===== config.mk =====
export PLATFORM = sky130hd
export DESIGN_NAME = icra_div
export DESIGN_NICKNAME = d
export VERILOG_FILES = /design/src/rtl/icra_pkg.sv /design/src/rtl/icra_div.sv
export SDC_FILE = /design/constraint.sdc
export NUM_CORES = 1
export LEC_CHECK = 0
export BUFFER_PORTS_ARGS = -buffer_cell sky130_fd_sc_hd__buf_2
export CAP_MARGIN = 15
export CORE_MARGIN = 1.5
export CORE_UTILIZATION = 55
export CTS_BUF_LIST = sky130_fd_sc_hd__clkbuf_4 sky130_fd_sc_hd__clkbuf_8
export DETAILED_ROUTE_END_ITERATION = 12
export PLACE_DENSITY = 0.8
export RECOVER_POWER = 25
export SLEW_MARGIN = 20
export SYNTH_ARGS = -nofsm -noshare
export SYNTH_HDL_FRONTEND = slang
export SYNTH_SLANG_ARGS = --single-unit

===== constraint.sdc =====
create_clock -name clk -period 3 [get_ports clk]
set_input_delay 0.6 -clock clk [delete_from_list [all_inputs] [get_ports clk]]
set_output_delay 0.6 -clock clk [all_outputs]
set_load 0.02 [all_outputs]

===== src/rtl/icra_pkg.sv =====
// Shared types, constants and helper functions of the mirror-border convolution block.
// No dependencies; every other file of the block but icra_ram imports this package.
package icra_pkg;

	localparam int PIXEL_BITS     = 16;
	localparam int COEF_BITS      = 16;
	localparam int COEF_FRAC_BITS = 12;
	localparam int KERNEL_MAX     = 3;
	localparam int KSIZE_BITS     = 2;
	localparam int DIM_BITS       = 9;
	localparam int DIM_MIN        = 4;
	localparam int DIM_MAX        = 256;
	localparam int COORD_BITS     = 8;
	localparam int POS_BITS       = 16;
	localparam int SIZE_BITS      = POS_BITS + 1;
	localparam int STORE_DEPTH    = DIM_MAX * DIM_MAX;
	localparam int ROW_BITS       = KERNEL_MAX * COEF_BITS;
	localparam int PROD_BITS      = PIXEL_BITS + 1 + COEF_BITS;
	localparam int ACC_BITS       = PROD_BITS + 3;
	localparam int IDX_BITS       = DIM_BITS + 2;
	localparam int DIV_CNT_BITS   = $clog2(POS_BITS);
	localparam int CFG_IDX_BITS   = 3;

	// Register indexes of the configuration port.
	localparam logic [CFG_IDX_BITS-1:0] CFG_IMAGE_WIDTH   = 3'd0;
	localparam logic [CFG_IDX_BITS-1:0] CFG_IMAGE_HEIGHT  = 3'd1;
	localparam logic [CFG_IDX_BITS-1:0] CFG_KERNEL_WIDTH  = 3'd2;
	localparam logic [CFG_IDX_BITS-1:0] CFG_KERNEL_HEIGHT = 3'd3;
	localparam logic [CFG_IDX_BITS-1:0] CFG_ROW_TOP       = 3'd4;
	localparam logic [CFG_IDX_BITS-1:0] CFG_ROW_MID       = 3'd5;
	localparam logic [CFG_IDX_BITS-1:0] CFG_ROW_BOTTOM    = 3'd6;

	// Input beat function codes.
	localparam logic FUNC_LOAD = 1'b0;
	localparam logic FUNC_READ = 1'b1;

	typedef logic signed [IDX_BITS-1:0] idx_t;

	typedef struct packed {
		logic                  func;
		logic [PIXEL_BITS-1:0] pixel;
	} in_beat_t;

	typedef struct packed {
		logic [PIXEL_BITS-1:0] value;
		logic                  clipped;
		logic                  last;
	} out_beat_t;

	typedef struct packed {
		logic                  start;
		logic [POS_BITS-1:0]   dividend;
		logic [DIM_BITS-1:0]   divisor;
	} div_req_t;

	typedef struct packed {
		logic                  done;
		logic [COORD_BITS-1:0] quotient;
		logic [COORD_BITS-1:0] remainder;
	} div_res_t;

	typedef struct packed {
		logic                        clear;
		logic                        tap_vld;
		logic signed [COEF_BITS-1:0] coef;
	} mac_ctl_t;

	typedef struct packed {
		logic                  busy;
		logic [PIXEL_BITS-1:0] value;
		logic                  clipped;
	} mac_st_t;

	function automatic logic [DIM_BITS-1:0] clamp_dim(input logic [DIM_BITS-1:0] v);
		logic [DIM_BITS-1:0] r;
		r = v;
		if (v < DIM_BITS'(DIM_MIN)) r = DIM_BITS'(DIM_MIN);
		if (v > DIM_BITS'(DIM_MAX)) r = DIM_BITS'(DIM_MAX);
		return r;
	endfunction

	function automatic logic [KSIZE_BITS-1:0] clamp_ksize(input logic [KSIZE_BITS-1:0] v);
		logic [KSIZE_BITS-1:0] r;
		r = v;
		if (v < KSIZE_BITS'(1)) r = KSIZE_BITS'(1);
		if (v > KSIZE_BITS'(KERNEL_MAX)) r = KSIZE_BITS'(KERNEL_MAX);
		return r;
	endfunction

	// Reflect an index one step outside the frame back inside: -k goes to k,
	// and size+k goes to size-1-k.
	function automatic logic [COORD_BITS-1:0] mirror_idx(input idx_t idx,
		input logic [DIM_BITS-1:0] size);
		idx_t s;
		idx_t m;
		s = idx_t'(size);
		m = idx;
		if (m < idx_t'(0)) m = -m;
		if (m >= s) m = (s - idx_t'(1)) + (s - m);
		return m[COORD_BITS-1:0];
	endfunction

	function automatic logic signed [COEF_BITS-1:0] coef_of(input logic [ROW_BITS-1:0] row,
		input logic [KSIZE_BITS-1:0] col);
		logic signed [COEF_BITS-1:0] c;
		case (col)
			2'd0:    c = row[0*COEF_BITS +: COEF_BITS];
			2'd1:    c = row[1*COEF_BITS +: COEF_BITS];
			2'd2:    c = row[2*COEF_BITS +: COEF_BITS];
			default: c = row[0*COEF_BITS +: COEF_BITS];
		endcase
		return c;
	endfunction

endpackage


===== src/rtl/icra_div.sv =====
// Iterative restoring divider: splits a raster position into row and column,
// one quotient bit per cycle. Depends on icra_pkg.
module icra_div (
	input  logic               clk,
	input  logic               arst_n,
	input  icra_pkg::div_req_t req,
	output icra_pkg::div_res_t res
);
	import icra_pkg::*;

	logic                    busy_q;
	logic                    done_q;
	logic [DIV_CNT_BITS-1:0] cnt_q;
	logic [POS_BITS-1:0]     quo_q;
	logic [DIM_BITS-1:0]     rem_q;
	logic [DIM_BITS-1:0]     divisor_q;
	logic [DIM_BITS:0]       shifted;
	logic [DIM_BITS:0]       diff;
	logic                    fits;

	assign shifted = {rem_q, quo_q[POS_BITS-1]};
	assign diff    = shifted - {1'b0, divisor_q};
	assign fits    = shifted >= {1'b0, divisor_q};

	always_ff @(posedge clk or negedge arst_n) begin
		if (!arst_n) begin
			busy_q <= 1'b0;
			done_q <= 1'b0;
			cnt_q  <= '0;
		end else begin
			done_q <= 1'b0;
			if (req.start) begin
				busy_q <= 1'b1;
				cnt_q  <= '0;
			end else if (busy_q) begin
				cnt_q <= cnt_q + DIV_CNT_BITS'(1);
				if (cnt_q == DIV_CNT_BITS'(POS_BITS - 1)) begin
					busy_q <= 1'b0;
					done_q <= 1'b1;
				end
			end
		end
	end

	always_ff @(posedge clk) begin
		if (req.start) begin
			quo_q     <= req.dividend;
			rem_q     <= '0;
			divisor_q <= req.divisor;
		end else if (busy_q) begin
			rem_q <= fits ? diff[DIM_BITS-1:0] : shifted[DIM_BITS-1:0];
			quo_q <= {quo_q[POS_BITS-2:0], fits};
		end
	end

	// The row index is below 256 and the column below the width, so both fit.
	assign res.done      = done_q;
	assign res.quotient  = quo_q[COORD_BITS-1:0];
	assign res.remainder = rem_q[COORD_BITS-1:0];

endmodule


# After elaboration in Yosys (flattened, before gate mapping)
# Index checks and enable logic that the tools add are counted.
[word_totals] elab_cells=22 in_bits=28 regBits=40 out_inout_bits=17
[classes] add_sub_neg=2 n_mux=11 reduce_logical=1 eq_ne=1 magnitude_cmp=1
[ops] cell="$mux W16" count=2
[ops] cell="$ge A10 B9 Y1" count=1
[ops] cell="$mux W9" count=1
[ops] cell="$sub A9 B9 Y9" count=1
[ops] cell="$mux W4" count=2
[ops] cell="$mux W1" count=6
[ops] cell="$add A4 B1 Y4 const B" count=1
[ops] cell="$eq A4 B4 Y1 const B" count=1
[ops] cell="$reduce_bool A2 Y1" count=1

# Depth between registers and ports, before layout
[logic_depth] word_depth=4 mapped_depth=9 depth_no_buf=9

# Least setup slack after synthesis
# Ideal clock, no wire load.
[synth_path] path_type="register to register" from="register quo_q[15]" to="register quo_q[0], data pin" stages_incl_launch_ff=9 t_required_ns=2.740 setup_ns=0.260 synth_period_minus_slack_ns=2.286 t_arrival_ns=2.026 n_path_buf=0 slack_ns=0.714 cell_sequence="edfxtp_1 > inv_1 > ha_1 > inv_1 > fa_1 > a211oi_1 > o21a_1 > o211ai_4 > mux2_2"
[synth_between] elab_chain_cells=3
[synth_rtl] item="start: declaration" line_no="icra_div.sv:14" source="logic [POS_BITS-1:0] quo_q;"
[synth_rtl] item="start signal: assignment" line_no="icra_div.sv:47" source="quo_q <= req.dividend;"
[synth_rtl] item="start signal: assignment" line_no="icra_div.sv:52" source="quo_q <= {quo_q[POS_BITS-2:0], fits};"
[synth_rtl] item="$ge A10 B9 Y1" line_no="icra_div.sv:23" source="assign fits = shifted >= {1'b0, divisor_q};"
[synth_rtl] item="$mux W16" line_no="icra_div.sv:50" source="end else if (busy_q) begin"
[synth_rtl] item="$mux W16" line_no="icra_div.sv:46" source="if (req.start) begin"
# No other way between the ends. The select of a mux whose other input is x is not followed.
# A chain may end at the register's enable or synchronous reset.

# Worst setup path in the final report
# Ends and elaborated chain as after synthesis.

==> impl_metrics.prom <==
# TYPE chip_impl_metric gauge
chip_impl_info{name="run_status",value="finished, final reports clean"} 1
chip_impl_metric{name="p_int",unit="uW"} 1330
chip_impl_info{name="grt_setup_unrepaired",value="no"} 1
chip_impl_info{name="cts_tree",value="yes"} 1
chip_impl_metric{name="holdBufCountCts",unit=""} 0
chip_impl_metric{name="p_leak",unit="uW"} 0.00110
chip_impl_metric{name="grt_pass1_vias",unit=""} 1373
chip_impl_metric{name="synth_top_area_share",unit="%"} 33.8
chip_impl_info{name="worst_r2r_endpoint",value="quo_q[0]"} 1
chip_impl_metric{name="synth_fp_nets",unit=""} 231
chip_impl_metric{name="dieHeight",unit="um"} 66.5
chip_impl_metric{name="grt_max_degree",unit=""} 28
chip_impl_metric{name="register_clock_pin_slew_on_the_reported_worst_setup_and_hold_paths",unit="ps"} 80
chip_impl_metric{name="synth_enable_flop_cells",unit=""} 25
chip_impl_metric{name="number_of_nets_at_the_end_of_the_flow",unit=""} 260
chip_impl_info{name="critical_path_class",value="reg -> reg"} 1
chip_impl_metric{name="global_routing_usage_summed_across_all_routing_layers",unit="%"} 19.8
chip_impl_metric{name="totalWireLength",unit="um"} 3730
chip_impl_metric{name="synth_cell_type_count",unit=""} 42
chip_impl_metric{name="place.gp.congestion",unit=""} 0.903
chip_impl_metric{name="grt_overflow",unit=""} 0
chip_impl_metric{name="cp.arrival",unit="ps"} 2580
chip_impl_metric{name="ff2ff_path_depth",unit=""} 8
chip_impl_metric{name="final_max_slew_viol_count",unit=""} 0
chip_impl_metric{name="fin_skew",unit="ps"} 8.56
chip_impl_metric{name="globalRouteMet2Util",unit="%"} 30.5
chip_impl_info{name="post-synth-top-count-cell",value="sky130_fd_sc_hd__edfxtp_1"} 1
chip_impl_metric{name="final_hold_viol_count",unit=""} 0
chip_impl_metric{name="placementRows",unit=""} 22
chip_impl_metric{name="whs",unit="ps"} 162
chip_impl_metric{name="area.growth.synth_to_final",unit="%"} 13.4
chip_impl_metric{name="gr-usage-met3",unit="%"} 7.26
chip_impl_info{name="most_area_consuming_cells_after_synthesis",value="sky130_fd_sc_hd__edfxtp_1, sky130_fd_sc_hd__dfxtp_1, sky130_fd_sc_hd__mux2_2"} 1
chip_impl_metric{name="tightestPinTransition",unit="ps"} 1340
chip_impl_metric{name="layout-drive-gt1-share",unit="%"} 32.9
chip_impl_info{name="netlist.top_cell.by_area",value="sky130_fd_sc_hd__edfxtp_1"} 1
chip_impl_metric{name="num_vias",unit=""} 1461
chip_impl_metric{name="power_frac_seq",unit="%"} 38.0
chip_impl_info{name="critical_path.reg2reg.startpoint",value="quo_q[15]"} 1
chip_impl_metric{name="max_freq",unit="MHz"} 395
chip_impl_metric{name="powerDensity",unit="mW/mm^2"} 754
chip_impl_metric{name="syn_area_per_cell",unit="sq um"} 11.6
chip_impl_metric{name="num-fill-cells",unit=""} 291
chip_impl_metric{name="max_cap_violations",unit=""} 0
chip_impl_metric{name="cts.htree.levels",unit=""} 2
chip_impl_metric{name="synthCells",unit=""} 192
chip_impl_metric{name="setup_violations",unit=""} 0
chip_impl_metric{name="met1_usage",unit="%"} 26.1
chip_impl_info{name="min-delay-path-class",value="in -> async"} 1
chip_impl_info{name="setup.worst_path.start_class",value="register"} 1
chip_impl_metric{name="number_of_buffers_inserted_during_clock_tree_synthesis",unit=""} 5
chip_impl_metric{name="insertion_delay",unit="ps"} 300
chip_impl_metric{name="fin_area",unit="sq mm"} 0.00252
chip_impl_metric{name="netSwitchingFraction",unit="%"} 30.1
chip_impl_metric{name="worst_ep_required_time",unit="ps"} 3050
chip_impl_metric{name="worstPathMaxFanout",unit=""} 9
chip_impl_metric{name="postCtsResizedCells",unit=""} 0
chip_impl_metric{name="synth.ff_latch_count",unit=""} 40
chip_impl_info{name="synth_ff_type",value="sky130_fd_sc_hd__edfxtp_1"} 1
chip_impl_metric{name="clkPwrFrac",unit="%"} 31.6
chip_impl_metric{name="floorplan.initialDensity",unit="%"} 58.9
chip_impl_metric{name="dpl.hpwl",unit="um"} 2700
chip_impl_metric{name="drc",unit=""} 0
chip_impl_info{name="grt_busiest_layer",value="met2"} 1
chip_impl_metric{name="max-slew-margin-rel",unit="%"} 10.7
chip_impl_metric{name="switching_power",unit="uW"} 571
chip_impl_metric{name="yosysSeqAreaShare",unit="%"} 48.7
chip_impl_metric{name="post_synth_instance_area",unit="sq mm"} 0.00222
chip_impl_metric{name="die_footprint",unit="sq mm"} 0.00443
chip_impl_metric{name="multiInputGateArea",unit="sq um"} 932
chip_impl_metric{name="detail-route-antenna-nets",unit=""} 0
chip_impl_metric{name="dpl_cell_area",unit="sq mm"} 0.00236
chip_impl_metric{name="routed_wire_length_per_instance",unit="um"} 13.8
chip_impl_metric{name="cts.sink_count",unit=""} 40
chip_impl_info{name="cp-end-kind",value="register"} 1
chip_impl_metric{name="utilization",unit="%"} 66.8
chip_impl_metric{name="asyncSetResetFlopFracSynth",unit="%"} 15.0
chip_impl_metric{name="grt_antenna_before_repair",unit=""} 0
chip_impl_metric{name="antenna-diode-count",unit=""} 0
chip_impl_info{name="synth.cells.most_frequent",value="sky130_fd_sc_hd__edfxtp_1, sky130_fd_sc_hd__buf_4, sky130_fd_sc_hd__mux2_2"} 1
chip_impl_metric{name="dieWidth",unit="um"} 66.5
chip_impl_metric{name="placeableCoreArea",unit="sq mm"} 0.00377
chip_impl_info{name="cts_root_buf",value="sky130_fd_sc_hd__clkbuf_8"} 1
chip_impl_metric{name="drt-pass1-iter-count",unit=""} 4
chip_impl_metric{name="post-cts-setup-buffer-count",unit=""} 0
chip_impl_metric{name="vdd_drop_max",unit="mV"} 0.557
chip_impl_metric{name="yosys_warnings",unit=""} 0
chip_impl_metric{name="dr.first_iter.drc_count",unit=""} 108
chip_impl_metric{name="max-clock-path-buffers",unit=""} 2
chip_impl_metric{name="tns",unit="ps"} 0
chip_impl_metric{name="drt-vias-per-instance",unit=""} 5.41
chip_impl_metric{name="ff_latch_area",unit="sq mm"} 0.00108
chip_impl_metric{name="total_power",unit="uW"} 1900
chip_impl_metric{name="period_share",unit="%"} 84.3
chip_impl_metric{name="comb_power_share",unit="%"} 30.4
chip_impl_metric{name="period_minus_slack",unit="ps"} 2530
chip_impl_metric{name="io_pins",unit=""} 45
chip_impl_metric{name="port_buffers",unit=""} 44
chip_impl_metric{name="setup.reg_to_reg.worst_slack",unit="ps"} 470
chip_impl_metric{name="grt_first_pass_wirelength",unit="um"} 6310
## worst max-delay path, cell delays in order (launching register included)
cell	delay [ps]
sky130_fd_sc_hd__edfxtp_1	390
sky130_fd_sc_hd__inv_1	70
sky130_fd_sc_hd__ha_1	150
sky130_fd_sc_hd__inv_1	50
sky130_fd_sc_hd__fa_1	390
sky130_fd_sc_hd__a211oi_1	380
sky130_fd_sc_hd__o21a_1	350
sky130_fd_sc_hd__o211ai_4	200
sky130_fd_sc_hd__mux2_2	310
## registers in the layout, summed over array words and instances (netlist names)
name	cells
busy_q	1
cnt_q	4
divisor_q	9
done_q	1
quo_q	16
rem_q	9
## cell families after synthesis
| logic type | count (synthesis) | synth area share, % |
|---|---|---|
| XOR/XNOR | 7 | 2.76 |
| buffers and inverters | 38 | 9.35 |
| flip-flops | 40 | 48.7 |
| multiplexers | 22 | 10.8 |
| AO/OA/AOI/OAI | 32 | 11.5 |
| AND/OR/NAND/NOR | 42 | 10.4 |
| adder cells (fa/ha/maj) | 11 | 6.54 |
## cell type report
type	instances	share of cell area, %
Clock inverter	3	3.58
Tap cell	48	2.39
Timing Repair Buffer	46	9.24
Clock buffer	5	2.73
Sequential cell	40	42.9
Inverter	14	2.09
Multi-Input combinational cell	114	37.0
## through the flow
stage | instances | worst slack, ps
floorplan | 192 | 714
global placement | 262 | 573
detailed placement | 262 | 501
CTS | 270 | 476
global route | 270 | 228
finish | 270 | 470
## per-layer routing
metal  vias to the layer above  share of wire (%)
met2                        38                 46
met5                         -                  0
met3                         5                5.1
met4                         0                1.1
li1                        739                  -
met1                       679                 48
## power by group through the flow
| stage | logic, uW | clock network [uW] | registers (uW) |
|---|---|---|---|
| 2_1_floorplan | 499 | 0 | 712 |
| 3_3_place_gp | 561 | 0 | 730 |
| 3_5_place_dp | 570 | 0 | 732 |
| 4_1_cts | 576 | 616 | 721 |
| 5_1_grt | 636 | 640 | 732 |
| 6_report | 577 | 600 | 721 |
## layout by cell type, fill, tap and decap left out, types with 4 or more instances in the layout
cell	n
sky130_fd_sc_hd__buf_2	42
sky130_fd_sc_hd__xor2_1	4
sky130_fd_sc_hd__a21oi_1	7
sky130_fd_sc_hd__a211oi_1	5
sky130_fd_sc_hd__edfxtp_1	25
sky130_fd_sc_hd__mux2_2	16
sky130_fd_sc_hd__mux2i_1	6
sky130_fd_sc_hd__nor2_1	14
sky130_fd_sc_hd__a311oi_1	4
sky130_fd_sc_hd__nand2_1	10
sky130_fd_sc_hd__nand3_1	4
sky130_fd_sc_hd__ha_1	10
sky130_fd_sc_hd__dfxtp_1	9
sky130_fd_sc_hd__clkbuf_8	5
sky130_fd_sc_hd__inv_1	14
sky130_fd_sc_hd__o211ai_1	4
sky130_fd_sc_hd__dfrtp_1	6
## worst max-delay path by stage
| stage | start | end | slack [ps] | cells past startpoint |
|---|---|---|---|---|
| 2_1_floorplan | quo_q[15] | quo_q[0] | 710 | 8 |
| 3_3_place_gp | quo_q[15] | quo_q[0] | 570 | 8 |
| 3_5_place_dp | quo_q[15] | quo_q[0] | 500 | 8 |
| 4_1_cts | quo_q[15] | quo_q[0] | 480 | 8 |
| 5_1_grt | quo_q[15] | rem_q[1] | 230 | 9 |
| 6_report | quo_q[15] | quo_q[0] | 470 | 8 |
Note: power is estimated with default switching activity, not from simulation.
