File: src/rtl/icra_pkg.sv
// Shared types, constants and helper functions of the mirror-border convolution block.
// No dependencies; every other file of the block but icra_ram imports this package.
package icra_pkg;

	localparam int PIXEL_BITS     = 16;
	localparam int COEF_BITS      = 16;
	localparam int COEF_FRAC_BITS = 12;
	localparam int KERNEL_MAX     = 3;
	localparam int KSIZE_BITS     = 2;
	localparam int DIM_BITS       = 9;
	localparam int DIM_MIN        = 4;
	localparam int DIM_MAX        = 256;
	localparam int COORD_BITS     = 8;
	localparam int POS_BITS       = 16;
	localparam int SIZE_BITS      = POS_BITS + 1;
	localparam int STORE_DEPTH    = DIM_MAX * DIM_MAX;
	localparam int ROW_BITS       = KERNEL_MAX * COEF_BITS;
	localparam int PROD_BITS      = PIXEL_BITS + 1 + COEF_BITS;
	localparam int ACC_BITS       = PROD_BITS + 3;
	localparam int IDX_BITS       = DIM_BITS + 2;
	localparam int DIV_CNT_BITS   = $clog2(POS_BITS);
	localparam int CFG_IDX_BITS   = 3;

	// Register indexes of the configuration port.
	localparam logic [CFG_IDX_BITS-1:0] CFG_IMAGE_WIDTH   = 3'd0;
	localparam logic [CFG_IDX_BITS-1:0] CFG_IMAGE_HEIGHT  = 3'd1;
	localparam logic [CFG_IDX_BITS-1:0] CFG_KERNEL_WIDTH  = 3'd2;
	localparam logic [CFG_IDX_BITS-1:0] CFG_KERNEL_HEIGHT = 3'd3;
	localparam logic [CFG_IDX_BITS-1:0] CFG_ROW_TOP       = 3'd4;
	localparam logic [CFG_IDX_BITS-1:0] CFG_ROW_MID       = 3'd5;
	localparam logic [CFG_IDX_BITS-1:0] CFG_ROW_BOTTOM    = 3'd6;

	// Input beat function codes.
	localparam logic FUNC_LOAD = 1'b0;
	localparam logic FUNC_READ = 1'b1;

	typedef logic signed [IDX_BITS-1:0] idx_t;

	typedef struct packed {
		logic                  func;
		logic [PIXEL_BITS-1:0] pixel;
	} in_beat_t;

	typedef struct packed {
		logic [PIXEL_BITS-1:0] value;
		logic                  clipped;
		logic                  last;
	} out_beat_t;

	typedef struct packed {
		logic                  start;
		logic [POS_BITS-1:0]   dividend;
		logic [DIM_BITS-1:0]   divisor;
	} div_req_t;

	typedef struct packed {
		logic                  done;
		logic [COORD_BITS-1:0] quotient;
		logic [COORD_BITS-1:0] remainder;
	} div_res_t;

	typedef struct packed {
		logic                        clear;
		logic                        tap_vld;
		logic signed [COEF_BITS-1:0] coef;
	} mac_ctl_t;

	typedef struct packed {
		logic                  busy;
		logic [PIXEL_BITS-1:0] value;
		logic                  clipped;
	} mac_st_t;

	function automatic logic [DIM_BITS-1:0] clamp_dim(input logic [DIM_BITS-1:0] v);
		logic [DIM_BITS-1:0] r;
		r = v;
		if (v < DIM_BITS'(DIM_MIN)) r = DIM_BITS'(DIM_MIN);
		if (v > DIM_BITS'(DIM_MAX)) r = DIM_BITS'(DIM_MAX);
		return r;
	endfunction

	function automatic logic [KSIZE_BITS-1:0] clamp_ksize(input logic [KSIZE_BITS-1:0] v);
		logic [KSIZE_BITS-1:0] r;
		r = v;
		if (v < KSIZE_BITS'(1)) r = KSIZE_BITS'(1);
		if (v > KSIZE_BITS'(KERNEL_MAX)) r = KSIZE_BITS'(KERNEL_MAX);
		return r;
	endfunction

	// Reflect an index one step outside the frame back inside: -k goes to k,
	// and size+k goes to size-1-k.
	function automatic logic [COORD_BITS-1:0] mirror_idx(input idx_t idx,
		input logic [DIM_BITS-1:0] size);
		idx_t s;
		idx_t m;
		s = idx_t'(size);
		m = idx;
		if (m < idx_t'(0)) m = -m;
		if (m >= s) m = (s - idx_t'(1)) + (s - m);
		return m[COORD_BITS-1:0];
	endfunction

	function automatic logic signed [COEF_BITS-1:0] coef_of(input logic [ROW_BITS-1:0] row,
		input logic [KSIZE_BITS-1:0] col);
		logic signed [COEF_BITS-1:0] c;
		case (col)
			2'd0:    c = row[0*COEF_BITS +: COEF_BITS];
			2'd1:    c = row[1*COEF_BITS +: COEF_BITS];
			2'd2:    c = row[2*COEF_BITS +: COEF_BITS];
			default: c = row[0*COEF_BITS +: COEF_BITS];
		endcase
		return c;
	endfunction

endpackage

File: src/rtl/icra_mac.sv
// Shared multiply-accumulate unit: one kernel tap per cycle, then magnitude,
// fraction shift and saturation of the sum. Depends on icra_pkg.
module icra_mac (
	input  logic                        clk,
	input  logic                        arst_n,
	input  icra_pkg::mac_ctl_t          ctl,
	input  logic [icra_pkg::PIXEL_BITS-1:0] pixel,
	output icra_pkg::mac_st_t           st
);
	import icra_pkg::*;

	logic                         vld_s1;
	logic                         vld_s2;
	logic signed [COEF_BITS-1:0]  coef_s1;
	logic signed [PROD_BITS-1:0]  prod_s2;
	logic signed [ACC_BITS-1:0]   acc_q;
	logic [ACC_BITS-1:0]          mag;
	logic                         over;

	always_ff @(posedge clk or negedge arst_n) begin
		if (!arst_n) begin
			vld_s1 <= 1'b0;
			vld_s2 <= 1'b0;
		end else begin
			vld_s1 <= ctl.tap_vld;
			vld_s2 <= vld_s1;
		end
	end

	// The coefficient travels alongside the memory read so it meets its pixel.
	always_ff @(posedge clk) begin
		coef_s1 <= ctl.coef;
		prod_s2 <= $signed({1'b0, pixel}) * coef_s1;
		if (ctl.clear) begin
			acc_q <= '0;
		end else if (vld_s2) begin
			acc_q <= acc_q + ACC_BITS'(prod_s2);
		end
	end

	assign mag  = acc_q[ACC_BITS-1] ? ACC_BITS'(-acc_q) : ACC_BITS'(acc_q);
	assign over = |mag[ACC_BITS-1:COEF_FRAC_BITS+PIXEL_BITS];

	assign st.busy    = vld_s1 | vld_s2;
	assign st.clipped = over;
	assign st.value   = over ? {PIXEL_BITS{1'b1}} : mag[COEF_FRAC_BITS +: PIXEL_BITS];

endmodule

File: config.mk
export PLATFORM = sky130hd
export DESIGN_NAME = icra_mac
export DESIGN_NICKNAME = d
export VERILOG_FILES = /design/src/rtl/icra_pkg.sv /design/src/rtl/icra_mac.sv
export SDC_FILE = /design/constraint.sdc
export NUM_CORES = 1
export LEC_CHECK = 0
export ABC_AREA = 0
export BUFFER_PORTS_ARGS = -buffer_cell sky130_fd_sc_hd__buf_2
export CORE_ASPECT_RATIO = 0.7
export CORE_MARGIN = 8
export CORE_UTILIZATION = 40
export DETAILED_ROUTE_END_ITERATION = 8
export HOLD_SLACK_MARGIN = 0.15
export PLACE_DENSITY = 0.57
export SLEW_MARGIN = 15
export SYNTH_ARGS = -nofsm -noshare
export SYNTH_HDL_FRONTEND = slang
export SYNTH_SLANG_ARGS = --single-unit
File: constraint.sdc
create_clock -name clk -period 14.05 [get_ports clk]
set_input_delay 2.81 -clock clk [delete_from_list [all_inputs] [get_ports clk]]
set_output_delay 2.81 -clock clk [all_outputs]
set_load 0.02 [all_outputs]
======== After elaboration in Yosys (flattened, before gate mapping) ========
Cells that the tools add are included.
storage, ports and cells
  input bits .............................. 36
  flip-flop bits (word level) ............. 87
cells by class
  multiplexer cells ....................... 2
  add/subtract/negate cells ............... 2
  bitwise gates (word level) .............. 1
  $mul .................................... 1
  reduce and logical (&&, ||, !) cells .... 1
operators by type and width
  cell                                            count
  36-bit by 33-bit adder with 36-bit output       1
  36-bit two-way mux                              1
  36-bit negator                                  1
  17-bit by 16-bit multiplier with 33-bit output  1
  16-bit two-way mux                              1
  8-bit OR reduction                              1
  1-bit OR                                        1

======== Logic depth before layout (Yosys ltp) ========
Gate-level depths: netlist of run 1.
  depth in word-level cells ............... 4
  gate-level depth with buffers ........... 22
  depth with buffers taken out ............ 21

======== Worst setup path before layout of run 1 ========
OpenSTA, ideal clock, no wires.
  path kind ............................... in2reg
  from .................................... input port pixel[7] (netlist name)
  to ...................................... register prod_s2[28]
  arrival ................................. 8.286 ns
  path buffers ............................ 1
  stages on the path ...................... 22
  required time ........................... 13.917 ns
  setup slack ............................. 5.631 ns
  setup time .............................. 0.133 ns
  path through ............................ clkbuf_1 -> nand2_1 -> fa_1 -> inv_1 -> fa_1 -> inv_1 -> fa_1 -> inv_1 -> fa_1 -> fa_1 -> inv_1 -> fa_1 -> inv_1 -> ha_1 -> a21o_1 -> a211oi_1 -> nand3b_1 -> a311o_1 -> and3b_1 -> a21bo_2 -> a2111oi_0 -> nor3b_1
between the ends
  longest elaborated chain between the ends .. 1
ends and longest elaborated chain
  item                                            line            source
  start, declared                                 icra_mac.sv:7   input logic [icra_pkg::PIXEL_BITS-1:0] pixel,
  17-bit by 16-bit multiplier with 33-bit output  icra_mac.sv:33  prod_s2 <= $signed({1'b0, pixel}) * coef_s1;
  end signal, assigned                            icra_mac.sv:33
  end, declared                                   icra_mac.sv:15  logic signed [PROD_BITS-1:0] prod_s2;
No other way between the ends.
A chain may end at the register's enable or synchronous reset.

======== Worst setup path in the final report of run 1 ========
  from .................................... input port pixel[11] (netlist name)
  to ...................................... register prod_s2[32]
The elaborated chain is that of the path after synthesis.

==> summary.txt, run 1 <==
WL per Instance -> 16.2 µm
largest net degree at the start of global routing -> 44
register area share after synthesis -> 12.6%
WS Path Type -> in2reg
Clock Path Buffers -> 2
most common cell after layout, fill and taps aside -> inv_1
worst-path maximum fanout -> 16
ys flop type -> dfxtp_1
core area -> 0.0344 mm²
CP Cell Sequence -> buf_2 -> and2_1 -> fa_1 -> inv_1 -> fa_1 -> fa_1 -> inv_1 -> fa_1 -> fa_1 -> inv_1 -> fa_1 -> inv_1 -> ha_1 -> a21o_1 -> a211oi_1 -> nand3b_1 -> a311o_1 -> and3b_1 -> a41oi_1 -> mux2i_1 -> nor4_1
Reg-to-Reg End -> prod_s2[32]
Mean Syn Cell Area -> 8.62 µm²
fin nets -> 2007
Multi-input gate area -> 0.0109 mm²
outcome -> finished clean
Post-Place Cell Area -> 0.0145 mm²
ys async rst share -> 2.30%
Worst path max stage delay -> 0.53 ns
Chip Height -> 172 µm
synthesized instance count -> 1614
worst-margin pin slew -> 0.911 ns
Crit path required time -> 14.33 ns
worst reg2reg path startpoint -> coef_s1[7]
commonest cells after routing, fill and taps aside -> inv_1, fa_1, nand2_1
TritonRoute pass-1 iters -> 5
FF/Latch Area -> 0.00175 mm²
CTS tree -> yes
total wire length -> 33900 µm
TritonCTS Sinks -> 87
HPWL after DPL -> 27100 µm
Vias -> 10.9k
Final ANT Viol Nets -> 0
R2R Setup Slk -> 7.30 ns
Synth Warn # -> 0
total CTS buffers -> 9
Mapped Area -> 0.0139 mm²
CTS-repair resized insts -> 0
min cycle time layout -> 8.57 ns
Worst setup SP type -> primary input
area delta synth->final -> 7.05%
GR Util All Layers -> 17.7%
arrival time at the worst endpoint -> 8.85 ns
postcts setup bufs -> 0
period utilisation layout -> 61.0%
Final Util -> 43.2%
routed vias/inst -> 5.19
clock-pin slew on the worst setup and hold paths -> 0.07 ns
initial antenna violation count -> 0
DRT iter0 DRCs -> 562
syn_nets -> 2002
final setup vio count -> 0
CTS H-Tree Depth -> 3
Die X -> 239 µm
layout cells sized above 1 -> 6.40%
Fill cells -> 3454
vias in the first global route -> 11.6k
worst hold margin -> 0.369 ns
fmax -> 117 MHz
Hold Vio Cnt, Final -> 0
fin area -> 0.0149 mm²
RSZ-0062 raised after global routing -> false
Max Cap Viol -> 0
WHS Endpoint -> vld_s2
Root Driver -> clkbuf_16
I/O pin total -> 54
Seq cells post-synth -> 87
max_slew headroom -> 38.5%
grt total ovfl -> 0
worst r2r path cells -> 21
hold_buf cts -> 0
RePlAce Congestion -> 0.864
Max Slew Vio Count -> 0
DRC -> 0
final setup skew -> 0.0144 ns
number of synthesized flops with an enable pin -> 0
Distinct cells, synth -> 73
CP Capture Type -> register
Hold Crit Class -> reg2reg
most used cell, CP -> fa_1
first-pass GRT wire length -> 58700 µm
ANT cells -> 0
setup TNS -> 0 ns
input/output buffers -> 53
latest clock arrival within the worst-skew pair -> 0.37 ns
Die Area -> 0.0411 mm²
Hold Crit Start -> vld_s1
Starting Density -> 40.4%
Crit-path slowest cell -> fa_1
hold depth -> 0
# rows -> 57
[worst max-delay path, delay by kind of cell]
family          cells  cell delay (ns)
simple gates        4             0.85
mux                 1             0.13
buf+inv             5             0.42
fa+ha+maj           7             3.33
compound gates      4             1.32
[synth_stat cells (all sizes together), types with 10 or more instances]
library cell	n	area, µm²
inv	261	980
fa	195	3900
nor3	28	140
nand3	25	125
a21oi	63	315
o21ai	30	150
nand2	193	747
or3	10	62.6
nor2	77	289
ha	157	1960
and2	124	776
a21o	51	383
mux2i	18	180
nand2b	13	81.3
xnor2	32	280
o311ai	10	87.6
xor2	28	245
clkbuf	59	221
dfxtp	85	1700
[layer usage]
| metal | track usage [%] | share of wire [%] | wire [µm] | vias to the layer above |
|---|---|---|---|---|
| met1 | 23.6 | 47 | 16000 | 5405 |
| met2 | 29.8 | 47 | 15800 | 200 |
| li1 | - | - | - | 5240 |
| met4 | 4.71 | 1.8 | 602 | 0 |
| met3 | 2.61 | 4.2 | 1430 | 41 |
| met5 | 0 | 0 | 0 | - |
[flip-flops by register name, summed over array words and instances (netlist names)]
| name | cells |
|---|---|
| acc_q | 36 |
| prod_s2 | 33 |
| coef_s1 | 16 |
| vld_s1 | 1 |
| vld_s2 | 1 |
[worst max path at each step]
stage / startpoint / to / cells after the start / slack, ns
5_1_grt: pixel[7] / prod_s2[28] / 22 / 5.08
2_1_floorplan: pixel[7] / prod_s2[28] / 22 / 5.63
3_5_place_dp: pixel[7] / prod_s2[28] / 22 / 5.15
6_report: pixel[11] / prod_s2[32] / 21 / 5.48
4_1_cts: pixel[11] / prod_s2[31] / 20 / 5.55
3_3_place_gp: pixel[7] / prod_s2[32] / 22 / 5.26
[layout make-up]
type                            instances  area share [%]
Timing Repair Buffer                   58            2.03
Inverter                              261            6.58
Tap cell                              472            3.97
Clock inverter                          7           0.840
Sequential cell                        87            11.8
Multi-Input combinational cell       1202            73.3
Clock buffer                            9            1.51
[metrics by stage]
step / worst slack [ns] / instances
4_1_cts: 5.55 / 2096
5_1_grt: 5.08 / 2096
2_1_floorplan: 5.63 / 1614
3_3_place_gp: 5.26 / 2080
6_report: 5.48 / 2096
3_5_place_dp: 5.15 / 2080
[cell families (layout without fill, tap and decap cells)]
group	count (synthesis)	in the layout	share of synthesized area, %
buffers and inverters	325	335	8.93
muxes	19	19	1.38
AOI/OAI and AO/OA	250	250	12.3
DFF	87	87	12.6
and+or+nand+nor	521	521	18.8
adders and majority gates	352	352	42.2
xor gates and xnor gates	60	60	3.78
Power of run 1 is left out: the tool's default activity adds up to more than one toggle a clock period on the data nets, which glitch-free logic cannot reach.
==> inputs of run 2 (changes only) <==
--- a/config.mk
+++ b/config.mk
@@ -12,7 +12,7 @@
 export CORE_UTILIZATION = 40
 export DETAILED_ROUTE_END_ITERATION = 8
 export HOLD_SLACK_MARGIN = 0.15
-export PLACE_DENSITY = 0.57
+export PLACE_DENSITY = 0.59
 export SLEW_MARGIN = 15
 export SYNTH_ARGS = -nofsm -noshare
 export SYNTH_HDL_FRONTEND = slang
==> constraint.sdc (replaced) <==
create_clock -name clk -period 7 [get_ports clk]
set_input_delay 1.4 -clock clk [delete_from_list [all_inputs] [get_ports clk]]
set_output_delay 1.4 -clock clk [all_outputs]
set_load 0.02 [all_outputs]
==> summary.txt, run 2 (synthesized netlist as in run 1, its figures left out) <==
RSZ-0062 raised after global routing -> false
WS Path Type -> in2reg
vias in the first global route -> 11.5k
initial antenna violation count -> 0
TritonCTS Sinks -> 87
routed vias/inst -> 5.15
Fill cells -> 3344
worst-margin pin slew -> 0.955 ns
CTS tree -> yes
RePlAce Congestion -> 0.864
Die X -> 239 µm
final setup vio count -> 0
min cycle time layout -> 6.79 ns
Worst path max stage delay -> 0.53 ns
Largest Register -> acc_q
met3 GRT Util -> 2.68%
hold_buf cts -> 0
hold depth -> 0
max FFs per register -> 36
WL per Instance -> 16.2 µm
Max Slew Vio Count -> 0
first-pass GRT wire length -> 59600 µm
worst-path maximum fanout -> 6
area delta synth->final -> 10.7%
total CTS buffers -> 9
TritonRoute pass-1 iters -> 5
most common cell after layout, fill and taps aside -> inv_1
latest clock arrival within the worst-skew pair -> 0.37 ns
Starting Density -> 40.4%
GR peak layer -> met2
# rows -> 57
Crit-path slowest cell -> fa_1
worst reg2reg path startpoint -> coef_s1[2]
CP Capture Type -> register
Vias -> 11.1k
HPWL after DPL -> 29300 µm
arrival time at the worst endpoint -> 7.03 ns
Chip Height -> 172 µm
postcts setup bufs -> 0
Clock Path Buffers -> 2
CTS-repair resized insts -> 0
core area -> 0.0344 mm²
largest net degree at the start of global routing -> 44
Hold Crit Class -> reg2reg
DRC -> 0
biggest regs -> acc_q (36), prod_s2 (33), coef_s1 (16)
Crit path buffers/inverters -> 5
layout cells sized above 1 -> 10.3%
Crit path required time -> 7.24 ns
GR Util All Layers -> 18.1%
met1 Track Usage GR -> 26.1%
period utilisation layout -> 97.0%
grt total ovfl -> 0
DRT iter0 DRCs -> 610
clock-pin slew on the worst setup and hold paths -> 0.07 ns
fin nets -> 2074
cell family with most CP delay -> adder cells
CP Cell Sequence -> buf_2 -> and2_1 -> fa_1 -> inv_1 -> fa_1 -> fa_1 -> inv_1 -> fa_1 -> fa_1 -> inv_1 -> fa_1 -> inv_1 -> ha_1 -> and3_1 -> and3_1 -> a21o_1 -> a311o_1 -> and3b_1 -> a21bo_2 -> a2111oi_2 -> nor3b_1
Reg-to-Reg End -> prod_s2[28]
Hold Vio Cnt, Final -> 0
outcome -> finished clean
setup TNS -> 0 ns
max_slew headroom -> 35.5%
Die Area -> 0.0411 mm²
worst r2r path cells -> 19
Worst setup SP type -> primary input
WHS Endpoint -> vld_s2
input/output buffers -> 53
commonest cells after routing, fill and taps aside -> inv_1, fa_1, nand2_1
Max Cap Viol -> 0
I/O pin total -> 54
R2R Setup Slk -> 0.48 ns
met2 GRT Util -> 28.9%
CTS H-Tree Depth -> 3
most used cell, CP -> fa_1
final setup skew -> 0.0187 ns
Final ANT Viol Nets -> 0
Root Driver -> clkbuf_16
fmax -> 147 MHz
Hold Crit Start -> vld_s1
total wire length -> 35100 µm
ANT cells -> 0
-- run 2: cell types whose count changed in the layout (fill, tap and decap cells not counted), sizes merged --
| cell | previous run | this run |
|---|---|---|
| buf | 58 | 125 |
| bufinv | 3 | 1 |
| clkinv | 0 | 1 |
| inv | 265 | 266 |
-- run 2: worst register-to-register path: stages, from the launching register on --
cell       delay [ns]
dfxtp_1          0.91
nand2_1          0.18
fa_1             0.57
fa_1             0.52
fa_1             0.52
inv_1            0.06
fa_1             0.48
fa_1             0.49
inv_1            0.05
fa_1             0.47
inv_1            0.04
ha_1             0.27
and3_1           0.20
and3_1           0.21
a21o_1           0.16
a311o_1          0.35
and3b_1          0.22
a21bo_2          0.23
a2111oi_2        0.36
nor3b_1          0.09
-- run 2: metal layers --
layer  vias up  routed length (µm)
met5         -                   0
met1      5455               17200
met2       273               15300
li1       5381                   -
met4         0                 347
met3        27                2170
-- run 2: per-stage QoR --
stage / hold WS (ns) / instance area (µm²) / setup slack [ns] / util [%] / std cells
2_1_floorplan: 0.346 / 13900 / 0.00129 / - / 1614
3_3_place_gp: 0.359 / 15100 / -0.181 / 43.7 / 2147
3_5_place_dp: 0.363 / 15100 / -0.342 / 43.7 / 2147
4_1_cts: 0.379 / 15400 / 0.0618 / 44.6 / 2163
5_1_grt: 0.411 / 15400 / 0.00871 / 44.7 / 2163
6_report: 0.379 / 15400 / 0.209 / 44.7 / 2163
-- run 2: worst max-delay path by stage --
stage                   start          end  depth (start not counted)
global route         pixel[8]  prod_s2[28]                         22
finish               pixel[8]  prod_s2[28]                         21
CTS                  pixel[8]  prod_s2[28]                         22
global placement     pixel[8]  prod_s2[28]                         22
floorplan           pixel[10]  prod_s2[28]                         20
detailed placement   pixel[8]  prod_s2[28]                         22
-- run 2: cell type report --
class / instances / area, µm² / share of cell area, %
multi-input combinational: 1202 / 10900 / 71.0
sequential: 87 / 1750 / 11.4
inverter: 261 / 980 / 6.37
timing repair buffer: 125 / 831 / 5.40
tap: 472 / 591 / 3.84
clock buffer: 9 / 225 / 1.46
clock inverter: 7 / 85.1 / 0.553
Power of run 2 is left out for the same reason.
